File: config.mk
export PLATFORM = sky130hd
export DESIGN_NAME = gray_tone_curve_adjust_core
export DESIGN_NICKNAME = d
export VERILOG_FILES = /design/src/rtl/core/gtca_pkg.sv /design/src/rtl/core/gtca_front.sv /design/src/rtl/core/gtca_div.sv /design/src/rtl/core/gtca_back.sv /design/src/rtl/core/gray_tone_curve_adjust_core.sv
export VERILOG_INCLUDE_DIRS = /design/src /design/src/rtl/core
export SDC_FILE = /design/constraint.sdc
export NUM_CORES = 2
export LEC_CHECK = 0
export ABC_AREA = 1
export BUFFER_PORTS_ARGS = -buffer_cell sky130_fd_sc_hd__clkbuf_2
export CORE_MARGIN = 2
export CORE_UTILIZATION = 30
export CTS_CLUSTER_SIZE = 12
export DETAILED_ROUTE_END_ITERATION = 8
export SLEW_MARGIN = 5
export SYNTH_ARGS = -nofsm -noshare
export SYNTH_HDL_FRONTEND = slang
export SYNTH_HIERARCHICAL = 1
export SYNTH_SLANG_ARGS = --single-unit
File: constraint.sdc
create_clock -name clk_i -period 11.72 [get_ports clk_i]
set_clock_uncertainty 0.1 [all_clocks]
set_input_delay 0.586 -clock clk_i [delete_from_list [all_inputs] [get_ports clk_i]]
set_output_delay 0.586 -clock clk_i [all_outputs]
set_load 0.1 [all_outputs]
File: src/rtl/core/gray_tone_curve_adjust_core_macros.svh
// Assertion helpers for the tone curve core.
// Each check is sampled on clk_i and switched off while rst_ni is low.
`ifndef GRAY_TONE_CURVE_ADJUST_CORE_MACROS_SVH
`define GRAY_TONE_CURVE_ADJUST_CORE_MACROS_SVH
`ifndef SYNTHESIS
`define GTCA_ASSERT(lbl, prop) \
  lbl: assert property (@(posedge clk_i) disable iff (!rst_ni) (prop)) \
    else $error("gtca check failed");
`define GTCA_ASSERT_IMPLIES(lbl, pre, post) \
  lbl: assert property (@(posedge clk_i) disable iff (!rst_ni) (pre) |-> (post)) \
    else $error("gtca check failed");
`else
`define GTCA_ASSERT(lbl, prop)
`define GTCA_ASSERT_IMPLIES(lbl, pre, post)
`endif
`endif

File: src/rtl/core/gtca_pkg.sv
package gtca_pkg;

  // Pass and accumulator limits
  localparam int MaxPixels = 65536;
  localparam int CntW      = $clog2(MaxPixels + 1);
  localparam int TotalW    = 24;

  // Fixed point constants
  localparam logic [15:0] Mid127  = 16'd32512;
  localparam logic [15:0] Mid255  = 16'd65280;
  localparam logic [21:0] UnitQ14 = 22'd4177920;

  // Shared divider widths
  localparam int DivNumW = 52;
  localparam int DivDenW = 36;
  localparam int DivCntW = $clog2(DivNumW);

  // Request queue
  localparam int QueueDepth = 4;
  localparam int QPtrW      = $clog2(QueueDepth);

  localparam logic OpMeasure = 1'b0;

  typedef enum logic [2:0] {
    CFG_ADJ_EN   = 3'd0,
    CFG_AUTO_MID = 3'd1,
    CFG_MIDPOINT = 3'd2,
    CFG_BRIGHT   = 3'd3,
    CFG_CONTRAST = 3'd4
  } cfg_idx_e;

  typedef enum logic [1:0] {
    ITEM_MEASURE = 2'd0,
    ITEM_ADJUST  = 2'd1,
    ITEM_BYPASS  = 2'd2
  } item_kind_e;

  typedef struct packed {
    logic               adjust_enable;
    logic               auto_midpoint;
    logic [7:0]         midpoint;
    logic signed [15:0] brightness;
    logic signed [15:0] contrast;
  } cfg_t;

  typedef struct packed {
    item_kind_e kind;
    logic [7:0] gray;
    logic [7:0] alpha;
    logic       last;
  } item_t;

  typedef struct packed {
    logic        pixel_valid;
    logic [7:0]  gray;
    logic [7:0]  alpha;
    logic        estimate_valid;
    logic [15:0] mid;
    logic        last;
  } result_t;

  typedef struct packed {
    logic               start;
    logic [DivNumW-1:0] num;
    logic [DivDenW-1:0] den;
  } div_req_t;

  typedef struct packed {
    logic        busy;
    logic        done;
    logic [31:0] quot;
  } div_rsp_t;

  // Clamp a raw Q1.14 value to minus one .. one
  function automatic logic signed [15:0] q14_clamp(input logic signed [15:0] raw);
    logic signed [15:0] v;
    v = raw;
    if (raw > 16'sd16384) v = 16'sd16384;
    if (raw < -16'sd16384) v = -16'sd16384;
    return v;
  endfunction

endpackage

File: src/rtl/core/gtca_front.sv
module gtca_front (
  input  logic            clk_i,
  input  logic            rst_ni,
  input  logic            in_valid_i,
  output logic            in_ready_o,
  input  logic            operation_i,
  input  logic [7:0]      alpha_in_i,
  input  logic [7:0]      red_in_i,
  input  logic [7:0]      green_in_i,
  input  logic [7:0]      blue_in_i,
  input  logic            last_pixel_i,
  input  logic            adjust_enable_i,
  input  logic            pop_i,
  output logic            item_valid_o,
  output gtca_pkg::item_t item_o
);
  import gtca_pkg::*;

  item_t            mem_q [QueueDepth];
  logic [QPtrW-1:0] wr_ptr_q, rd_ptr_q;
  logic [QPtrW:0]   count_q;
  logic [12:0]      gray_sum;
  item_t            new_item;
  logic             push, pop;

  // Convert to gray and classify the request
  always_comb begin
    gray_sum = 13'({5'd0, red_in_i} * 13'd11) + 13'({5'd0, green_in_i} * 13'd16)
             + 13'({5'd0, blue_in_i} * 13'd5);
    new_item.gray  = gray_sum[12:5];
    new_item.alpha = alpha_in_i;
    new_item.last  = last_pixel_i;
    if (operation_i == OpMeasure) begin
      new_item.kind = ITEM_MEASURE;
    end else if (adjust_enable_i) begin
      new_item.kind = ITEM_ADJUST;
    end else begin
      new_item.kind = ITEM_BYPASS;
    end
  end

  assign in_ready_o   = (count_q != (QPtrW + 1)'(QueueDepth));
  assign item_valid_o = (count_q != '0);
  assign item_o       = mem_q[rd_ptr_q];
  assign push         = in_valid_i && in_ready_o;
  assign pop          = pop_i && item_valid_o;

  // Advance queue pointers
  always_ff @(posedge clk_i or negedge rst_ni) begin
    if (!rst_ni) begin
      wr_ptr_q <= '0;
      rd_ptr_q <= '0;
      count_q  <= '0;
    end else begin
      if (push) wr_ptr_q <= wr_ptr_q + 1'b1;
      if (pop) rd_ptr_q <= rd_ptr_q + 1'b1;
      if (push && !pop) begin
        count_q <= count_q + 1'b1;
      end else if (pop && !push) begin
        count_q <= count_q - 1'b1;
      end
    end
  end

  // Hold queued requests
  always_ff @(posedge clk_i) begin
    if (push) mem_q[wr_ptr_q] <= new_item;
  end

endmodule

File: src/rtl/core/gtca_div.sv
module gtca_div (
  input  logic               clk_i,
  input  logic               rst_ni,
  input  gtca_pkg::div_req_t req_i,
  output gtca_pkg::div_rsp_t rsp_o
);
  import gtca_pkg::*;

  logic [DivNumW-1:0] num_q, quo_q;
  logic [DivDenW-1:0] den_q, rem_q;
  logic [DivCntW-1:0] cnt_q;
  logic               busy_q, done_q;
  logic [DivDenW:0]   rem_sh, rem_sub;
  logic               fits;

  // One restoring step per cycle
  always_comb begin
    rem_sh  = {rem_q, num_q[DivNumW-1]};
    rem_sub = rem_sh - {1'b0, den_q};
    fits    = (rem_sh >= {1'b0, den_q});
  end

  always_ff @(posedge clk_i or negedge rst_ni) begin
    if (!rst_ni) begin
      busy_q <= 1'b0;
      done_q <= 1'b0;
      cnt_q  <= '0;
    end else begin
      done_q <= 1'b0;
      if (req_i.start && !busy_q) begin
        busy_q <= 1'b1;
        cnt_q  <= DivCntW'(DivNumW - 1);
      end else if (busy_q) begin
        cnt_q <= cnt_q - 1'b1;
        if (cnt_q == '0) begin
          busy_q <= 1'b0;
          done_q <= 1'b1;
        end
      end
    end
  end

  always_ff @(posedge clk_i) begin
    if (req_i.start && !busy_q) begin
      num_q <= req_i.num;
      den_q <= req_i.den;
      rem_q <= '0;
      quo_q <= '0;
    end else if (busy_q) begin
      num_q <= {num_q[DivNumW-2:0], 1'b0};
      rem_q <= fits ? rem_sub[DivDenW-1:0] : rem_sh[DivDenW-1:0];
      quo_q <= {quo_q[DivNumW-2:0], fits};
    end
  end

  // Saturate the quotient to 32 bits
  assign rsp_o.busy = busy_q;
  assign rsp_o.done = done_q;
  assign rsp_o.quot = (|quo_q[DivNumW-1:32]) ? 32'hFFFF_FFFF : quo_q[31:0];

endmodule

File: src/rtl/core/gtca_back.sv
module gtca_back (
  input  logic               clk_i,
  input  logic               rst_ni,
  input  gtca_pkg::cfg_t     cfg_i,
  input  logic               item_valid_i,
  input  gtca_pkg::item_t    item_i,
  output logic               pop_o,
  output gtca_pkg::div_req_t div_req_o,
  input  gtca_pkg::div_rsp_t div_rsp_i,
  output logic               out_valid_o,
  input  logic               out_ready_i,
  output gtca_pkg::result_t  out_o
);
  import gtca_pkg::*;

  typedef enum logic [11:0] {
    ST_IDLE  = 12'b0000_0000_0001,
    ST_ACC   = 12'b0000_0000_0010,
    ST_EST   = 12'b0000_0000_0100,
    ST_EWAIT = 12'b0000_0000_1000,
    ST_CURVE = 12'b0000_0001_0000,
    ST_LDIV  = 12'b0000_0010_0000,
    ST_LWAIT = 12'b0000_0100_0000,
    ST_HDIV  = 12'b0000_1000_0000,
    ST_HWAIT = 12'b0001_0000_0000,
    ST_MAP   = 12'b0010_0000_0000,
    ST_ROUND = 12'b0100_0000_0000,
    ST_EMIT  = 12'b1000_0000_0000
  } state_e;

  state_e              state_q, state_d;
  logic [TotalW-1:0]   light_q, light_d, atot_q, atot_d;
  logic [CntW-1:0]     cnt_q, cnt_d;
  logic [15:0]         est_q, est_d;
  logic [31:0]         lslope_q, lslope_d, hslope_q, hslope_d;
  logic [21:0]         loff_q, loff_d, hoff_q, hoff_d;
  logic                ready_q, ready_d;
  logic                outv_q, outv_d;
  item_t               item_q, item_d;
  result_t             res_q, res_d, out_q, out_d;
  logic                neutral_q, neutral_d;
  logic [15:0]         mid_q, mid_d;
  logic [21:0]         my_q, my_d;
  logic signed [15:0]  c_q, c_d;
  logic signed [50:0]  prod_q, prod_d;
  logic                hi_q, hi_d;

  logic [15:0]         wprod;
  logic [16:0]         wsum;
  logic [TotalW:0]     lsum, asum;
  logic signed [15:0]  b_cl, c_cl;
  logic [15:0]         mx;
  logic signed [16:0]  diff;
  logic signed [23:0]  my_s;
  logic [21:0]         rise;
  logic [15:0]         run;
  logic [15:0]         kdiff, ksum;
  logic [29:0]         den_pos;
  logic [36:0]         num_neg;
  logic [DivDenW-1:0]  sden;
  logic [DivNumW-1:0]  snum;
  logic signed [17:0]  dlt;
  logic signed [51:0]  acc, rnd;
  logic [29:0]         rsh;
  logic [7:0]          mapped;

  // Pixel weight: round(gray * alpha / 255) through a reciprocal trick
  always_comb begin
    wprod = 16'({8'd0, item_q.gray} * {8'd0, item_q.alpha}) + 16'd127;
    wsum  = {1'b0, wprod} + {9'd0, wprod[15:8]} + 17'd1;
    lsum  = {1'b0, light_q} + (TotalW + 1)'(wsum[15:8]);
    asum  = {1'b0, atot_q} + (TotalW + 1)'(item_q.alpha);
  end

  // Curve parameters from the live registers
  always_comb begin
    b_cl = q14_clamp(cfg_i.brightness);
    c_cl = q14_clamp(cfg_i.contrast);
    mx   = cfg_i.auto_midpoint ? est_q : {cfg_i.midpoint, 8'd0};
    diff = $signed({1'b0, mx}) - $signed({1'b0, Mid127});
    if (b_cl > 16'sd0) begin
      my_s = 24'sd2080768 + ({{8{b_cl[15]}}, b_cl} <<< 7);
    end else begin
      my_s = 24'sd2080768 + ({{8{b_cl[15]}}, b_cl} <<< 7) - {{8{b_cl[15]}}, b_cl};
    end
  end

  // Slope division operands, rounded half up
  always_comb begin
    if (state_q == ST_HDIV) begin
      rise = UnitQ14 - my_q;
      run  = Mid255 - mid_q;
    end else begin
      rise = my_q;
      run  = mid_q;
    end
    kdiff   = 16'(16'sd16384 - c_q);
    ksum    = 16'(c_q + 16'sd16384);
    den_pos = 30'({16'd0, kdiff[13:0]} * {14'd0, run});
    num_neg = 37'({15'd0, rise} * {22'd0, ksum[14:0]});
    if (c_q > 16'sd0) begin
      sden = DivDenW'(den_pos);
      snum = DivNumW'({rise, 22'd0}) + DivNumW'(sden >> 1);
    end else begin
      sden = {run, 20'd0};
      snum = DivNumW'({num_neg, 14'd0}) + DivNumW'(sden >> 1);
    end
  end

  // Divider request
  always_comb begin
    div_req_o.start = 1'b0;
    div_req_o.num   = snum;
    div_req_o.den   = sden;
    if (state_q == ST_EST) begin
      div_req_o.start = (atot_q != '0);
      div_req_o.num   = DivNumW'({16'd0, light_q} * {24'd0, Mid255})
                      + DivNumW'(atot_q >> 1);
      div_req_o.den   = DivDenW'(atot_q);
    end else if (state_q == ST_LDIV) begin
      div_req_o.start = (mid_q != '0);
    end else if (state_q == ST_HDIV) begin
      div_req_o.start = (mid_q < Mid255);
    end
  end

  // Segment product and final rounding
  always_comb begin
    dlt    = $signed({2'b0, item_q.gray, 8'd0}) - $signed({2'b0, mid_q});
    hi_d   = !dlt[17];
    prod_d = $signed({1'b0, (hi_d ? hslope_q : lslope_q)}) * dlt;
    acc    = $signed({22'd0, (hi_q ? hoff_q : loff_q), 8'd0}) + {prod_q[50], prod_q};
    rnd    = acc + 52'sd2097152;
    rsh    = rnd[51:22];
    if (neutral_q) begin
      mapped = item_q.gray;
    end else if (acc[51]) begin
      mapped = 8'd0;
    end else if (|rsh[29:8]) begin
      mapped = 8'hFF;
    end else begin
      mapped = rsh[7:0];
    end
  end

  assign pop_o = (state_q == ST_IDLE) && item_valid_i;

  // Sequencer
  always_comb begin
    state_d   = state_q;
    light_d   = light_q;
    atot_d    = atot_q;
    cnt_d     = cnt_q;
    est_d     = est_q;
    lslope_d  = lslope_q;
    hslope_d  = hslope_q;
    loff_d    = loff_q;
    hoff_d    = hoff_q;
    ready_d   = ready_q;
    item_d    = item_q;
    res_d     = res_q;
    neutral_d = neutral_q;
    mid_d     = mid_q;
    my_d      = my_q;
    c_d       = c_q;
    out_d     = out_q;
    outv_d    = outv_q && !out_ready_i;

    unique case (state_q)
      ST_IDLE: begin
        if (item_valid_i) begin
          item_d = item_i;
          res_d  = '0;
          res_d.alpha = item_i.alpha;
          res_d.last  = item_i.last;
          unique case (item_i.kind)
            ITEM_MEASURE: state_d = ST_ACC;
            ITEM_ADJUST:  state_d = ready_q ? ST_MAP : ST_CURVE;
            default: begin
              if (item_i.last) ready_d = 1'b0;
              state_d = ST_EMIT;
            end
          endcase
        end
      end
      ST_ACC: begin
        if (cnt_q < CntW'(MaxPixels)) begin
          cnt_d   = cnt_q + 1'b1;
          light_d = lsum[TotalW] ? '1 : lsum[TotalW-1:0];
          atot_d  = asum[TotalW] ? '1 : asum[TotalW-1:0];
        end
        state_d = item_q.last ? ST_EST : ST_IDLE;
      end
      ST_EST: begin
        if (atot_q == '0) begin
          est_d   = '0;
          light_d = '0;
          atot_d  = '0;
          cnt_d   = '0;
          res_d   = '0;
          res_d.estimate_valid = 1'b1;
          res_d.last = 1'b1;
          state_d = ST_EMIT;
        end else begin
          state_d = ST_EWAIT;
        end
      end
      ST_EWAIT: begin
        if (div_rsp_i.done) begin
          est_d   = (|div_rsp_i.quot[31:16]) ? 16'hFFFF : div_rsp_i.quot[15:0];
          light_d = '0;
          atot_d  = '0;
          cnt_d   = '0;
          res_d   = '0;
          res_d.estimate_valid = 1'b1;
          res_d.mid  = est_d;
          res_d.last = 1'b1;
          state_d = ST_EMIT;
        end
      end
      ST_CURVE: begin
        mid_d     = mx;
        neutral_d = (diff < 17'sd26) && (diff > -17'sd26) && (b_cl == 16'sd0)
                    && (c_cl == 16'sd0);
        my_d      = my_s[21:0];
        c_d       = c_cl;
        lslope_d  = '0;
        hslope_d  = '0;
        ready_d   = 1'b1;
        if (c_cl >= 16'sd16384) begin
          loff_d  = '0;
          hoff_d  = UnitQ14;
          state_d = ST_MAP;
        end else begin
          loff_d  = my_s[21:0];
          hoff_d  = (mx >= Mid255) ? UnitQ14 : my_s[21:0];
          state_d = ST_LDIV;
        end
      end
      ST_LDIV: state_d = (mid_q != '0) ? ST_LWAIT : ST_HDIV;
      ST_LWAIT: begin
        if (div_rsp_i.done) begin
          lslope_d = div_rsp_i.quot;
          state_d  = ST_HDIV;
        end
      end
      ST_HDIV: state_d = (mid_q < Mid255) ? ST_HWAIT : ST_MAP;
      ST_HWAIT: begin
        if (div_rsp_i.done) begin
          hslope_d = div_rsp_i.quot;
          state_d  = ST_MAP;
        end
      end
      ST_MAP: state_d = ST_ROUND;
      ST_ROUND: begin
        res_d.pixel_valid = 1'b1;
        res_d.gray = mapped;
        if (item_q.last) ready_d = 1'b0;
        state_d = ST_EMIT;
      end
      ST_EMIT: begin
        if (!outv_q || out_ready_i) begin
          out_d   = res_q;
          outv_d  = 1'b1;
          state_d = ST_IDLE;
        end
      end
      default: state_d = ST_IDLE;
    endcase
  end

  // Control and running state
  always_ff @(posedge clk_i or negedge rst_ni) begin
    if (!rst_ni) begin
      state_q  <= ST_IDLE;
      light_q  <= '0;
      atot_q   <= '0;
      cnt_q    <= '0;
      est_q    <= Mid127;
      lslope_q <= '0;
      hslope_q <= '0;
      loff_q   <= '0;
      hoff_q   <= '0;
      ready_q  <= 1'b0;
      outv_q   <= 1'b0;
    end else begin
      state_q  <= state_d;
      light_q  <= light_d;
      atot_q   <= atot_d;
      cnt_q    <= cnt_d;
      est_q    <= est_d;
      lslope_q <= lslope_d;
      hslope_q <= hslope_d;
      loff_q   <= loff_d;
      hoff_q   <= hoff_d;
      ready_q  <= ready_d;
      outv_q   <= outv_d;
    end
  end

  // Payload
  always_ff @(posedge clk_i) begin
    item_q    <= item_d;
    res_q     <= res_d;
    out_q     <= out_d;
    neutral_q <= neutral_d;
    mid_q     <= mid_d;
    my_q      <= my_d;
    c_q       <= c_d;
    prod_q    <= prod_d;
    hi_q      <= hi_d;
  end

  assign out_valid_o = outv_q;
  assign out_o       = out_q;

endmodule

File: src/rtl/core/gray_tone_curve_adjust_core.sv
// Gray tone curve core for ARGB brush tips.
// Input channel (in_valid_i/in_ready_o): one pixel per request with an
// operation bit; measure requests sum weighted gray, the last one yields a
// Q8.8 midpoint result; adjust requests yield one gray result each.
// Output channel (out_valid_o/out_ready_i): one result per adjust request and
// per final measure request; other measure requests yield nothing.
// Configuration: write cfg_data_i to register cfg_idx_i while cfg_we_i is high,
// only while the core is idle.
// Sequencing: the back end takes one request at a time. A measure request is
// accumulated; the final one then runs the estimate on the 52-step shared
// divider. An adjust request is mapped, rounded and emitted, the first of a
// pass after a curve build of up to two slope divisions; bypass is emitted.
// A four-deep request queue lets input keep arriving while the back end works
// or the output register waits on a stalled receiver.
// Reset clears the queue, totals, curve and output valid, and sets the held
// midpoint to 127.0 and the midpoint register to 127.
`include "gray_tone_curve_adjust_core_macros.svh"
module gray_tone_curve_adjust_core (
  input  logic        clk_i,
  input  logic        rst_ni,
  input  logic        in_valid_i,
  output logic        in_ready_o,
  input  logic        operation_i,
  input  logic [7:0]  alpha_in_i,
  input  logic [7:0]  red_in_i,
  input  logic [7:0]  green_in_i,
  input  logic [7:0]  blue_in_i,
  input  logic        last_pixel_i,
  output logic        out_valid_o,
  input  logic        out_ready_i,
  output logic        pixel_valid_o,
  output logic [7:0]  gray_out_o,
  output logic [7:0]  alpha_out_o,
  output logic        estimate_valid_o,
  output logic [15:0] measured_mid_o,
  output logic        last_out_o,
  input  logic        cfg_we_i,
  input  logic [2:0]  cfg_idx_i,
  input  logic [15:0] cfg_data_i
);
  import gtca_pkg::*;

  cfg_t     cfg_q;
  logic     item_valid, pop;
  item_t    item;
  div_req_t div_req;
  div_rsp_t div_rsp;
  result_t  res;

  // Configuration registers
  always_ff @(posedge clk_i or negedge rst_ni) begin
    if (!rst_ni) begin
      cfg_q.adjust_enable <= 1'b0;
      cfg_q.auto_midpoint <= 1'b0;
      cfg_q.midpoint      <= 8'd127;
      cfg_q.brightness    <= '0;
      cfg_q.contrast      <= '0;
    end else if (cfg_we_i) begin
      unique case (cfg_idx_i)
        CFG_ADJ_EN:   cfg_q.adjust_enable <= cfg_data_i[0];
        CFG_AUTO_MID: cfg_q.auto_midpoint <= cfg_data_i[0];
        CFG_MIDPOINT: cfg_q.midpoint      <= cfg_data_i[7:0];
        CFG_BRIGHT:   cfg_q.brightness    <= cfg_data_i;
        CFG_CONTRAST: cfg_q.contrast      <= cfg_data_i;
        default: ;
      endcase
    end
  end

  gtca_front u_front (
    .clk_i,
    .rst_ni,
    .in_valid_i,
    .in_ready_o,
    .operation_i,
    .alpha_in_i,
    .red_in_i,
    .green_in_i,
    .blue_in_i,
    .last_pixel_i,
    .adjust_enable_i (cfg_q.adjust_enable),
    .pop_i           (pop),
    .item_valid_o    (item_valid),
    .item_o          (item)
  );

  gtca_div u_div (
    .clk_i,
    .rst_ni,
    .req_i (div_req),
    .rsp_o (div_rsp)
  );

  gtca_back u_back (
    .clk_i,
    .rst_ni,
    .cfg_i        (cfg_q),
    .item_valid_i (item_valid),
    .item_i       (item),
    .pop_o        (pop),
    .div_req_o    (div_req),
    .div_rsp_i    (div_rsp),
    .out_valid_o,
    .out_ready_i,
    .out_o        (res)
  );

  assign pixel_valid_o    = res.pixel_valid;
  assign gray_out_o       = res.gray;
  assign alpha_out_o      = res.alpha;
  assign estimate_valid_o = res.estimate_valid;
  assign measured_mid_o   = res.mid;
  assign last_out_o       = res.last;

  // Checks
  `GTCA_ASSERT(a_one_kind, !(out_valid_o && pixel_valid_o && estimate_valid_o))
  `GTCA_ASSERT_IMPLIES(a_est_last, out_valid_o && estimate_valid_o, last_out_o)
  `GTCA_ASSERT_IMPLIES(a_div_free, div_req.start, !div_rsp.busy && !div_rsp.done)

endmodule

==> results.cfg <==
[global_route]
gr-total-overflow = 0
grt_start_max_net_pins = 97
antenna_found_initial = 8
grt_pass1_wl_mm = 414
grt_use_total = 0.186
grt_pass1_vias = 70123

[clock_tree]
clock_sinks = 697
clk_latency_ns = 0.71
htreeDepth = 3
clk_pin_slew_ns = 0.07
cts_tree = built
tritoncts.num_buffers = 82
cts_root_buf = clkbuf_16
clk_path_buf_depth = 3

[critical_path]
start_kind = flip-flop
required_ns = 12.08
end_kind = flip-flop
cpMaxStageDelayCell = fa_1
crit_path_max_incr_delay_ns = 0.59
cp-startpoint = u_back/c_q[2]$_DFFE_PP_
path_class = reg -> reg
crit_fanout = 12
path_common_cell = nand2_1
reg2reg_from = u_back/c_q[2]$_DFFE_PP_
cp_data_arrival_time_ns = 11.28

[placement]
port_buffers = 94
place_congestion = 0.951
dp_hpwl_mm = 216

[layout]
synthToLayoutAreaGrowth_pct = 9.13
fin_nets = 12531
drive_above_1_share = 0.0563

[flow_run]
max-cap-violations = 0

[timing]
timing.fmax_ghz = 0.0916
tightestPinTransition_ns = 1.27
setup_viol = 0
tns_ns = 0
max_slew_margin = 0.155
min_period_ns = 10.92
rsz0062_at_grt = no
hold_viol = 0
final.period_utilization = 0.932
drv_slew = 0

[detailed_routing]
wl_per_cell_um = 18.1
drc = 0
drt-initial-drc-count = 5111
routed_wl_mm = 264
vias = 69298
ant_nets = 0
routed_via_density = 4.75
firstDrtPassIters = 6

[logic_synthesis]
ys_warn_count = 6
postSynthCellCount = 10760
syn_avg_cell_area_um2 = 7.85
synth_area_um2 = 84500
syn_nets = 12505

[worst_hold_path]
min_path_type = in -> reg
min_from = alpha_in_i[5]

[floorplan]
start_util = 0.302
rows = 194
io_pins = 95
dieArea_um2 = 286000
die_h_um = 535
core-area_um2 = 280000
chipWidth_um = 535

[status]
status = completed
[registers in the layout, summed over array words and instances, names as in the netlist, 22 cells and up]
name,count
u_back/my_q,22
cfg_q,42
u_back/hslope_q,32
u_back/out_o,35
u_back/atot_q,24
u_back/lslope_q,32
u_back/prod_q,42
u_div/quo_q,52
u_front/mem_q,76
u_back/res_q,35
u_div/den_q,36
u_div/rem_q,36
u_back/light_q,24
u_back/hoff_q,22
u_div/num_q,52
u_back/loff_q,22
[critical path: cells and delay by family (launching register included)]
family                   cells  cell delay [ns]
flip-flops                   1             0.51
adder cells (fa/ha/maj)      8             3.83
AND/OR/NAND/NOR             24             3.31
AO/OA/AOI/OAI               10             1.66
buffers and inverters       11             1.24
[cell usage in the layout, fill, tap and decap left out, types with 24 or more instances in the layout]
cell / instances
o21bai_1: 25
o21ai_1: 34
dfrtp_1: 245
clkbuf_16: 87
dfxtp_1: 131
nand3b_1: 42
nand4_1: 88
or2_2: 34
clkbuf_2: 93
nor2_2: 36
fa_1: 1055
buf_4: 128
xnor2_1: 96
nor4_1: 48
nand2_1: 2580
o22ai_1: 162
clkinv_1: 33
a31oi_1: 44
inv_2: 34
a21oi_1: 375
clkbuf_1: 24
nand2_2: 54
nand3_1: 333
xor2_1: 179
nor2_1: 960
o21ai_0: 382
edfxtp_1: 306
inv_1: 2240
nor3_1: 88
ha_1: 632
[metrics by stage]
step,util,cells,hold WS (ns),instance area (um2),setup slack (ns)
after CTS,0.329,14579,0.0104,92200,0.843
after detailed placement,0.319,14417,0.305,89400,0.862
after global placement,0.319,14417,0.301,89400,0.935
after floorplan,-,10760,0.190,84500,2.08
final,0.329,14583,0.0573,92200,0.799
after global routing,0.329,14582,0.0345,92200,0.0125
[final cells by class]
class / instances / area (um2)
fillers: 29739 / 188000
multi-input cells: 7471 / 56300
flip-flops and latches: 697 / 18300
inverters: 2303 / 8660
well taps: 3724 / 4660
clock buffers: 116 / 2340
repair buffers: 231 / 1530
clock inverters: 37 / 417
diodes: 4 / 10.0
[path summary, 6_finish.rpt]
path                                              endpoint  slack (ns)  cells past startpoint
min reg2reg                     u_back/out_o[26]$_DFFE_PP_        0.31                      0
min in group asynchronous    u_back/hoff_q[18]$_DFFE_PN0P_        0.49                      2
max in group asynchronous  u_back/lslope_q[23]$_DFFE_PN0P_        8.91                      4
min                          u_front/mem_q[2][6]$_DFFE_PP_        0.06                      1
max                              u_div/num_q[43]$_DFFE_PP_        0.80                     53
max reg2reg                      u_div/num_q[43]$_DFFE_PP_        0.80                     53
[routing by layer]
metal  wire [um]  global-route usage  vias to the layer above  share of wire
met1      113000               0.242                    33641           0.43
met5          40                   0                        -        0.00015
met3       15400              0.0260                      436          0.058
li1            -                   -                    33232              -
met2      123000               0.310                     1983           0.47
met4       12500              0.0761                        6          0.048
[repair_timing]
action / 4_1_cts / 5_1_grt
gates resized for setup: 0 / 1
hold buffers: 9 / 0
endpoints found under the setup margin: 0 / 4
setup buffers: 0 / 0
hold endpoints to repair: 120 / 0
Power is left out: the tool's default activity adds up to more than one toggle a clock period on the data nets, which glitch-free logic cannot reach.
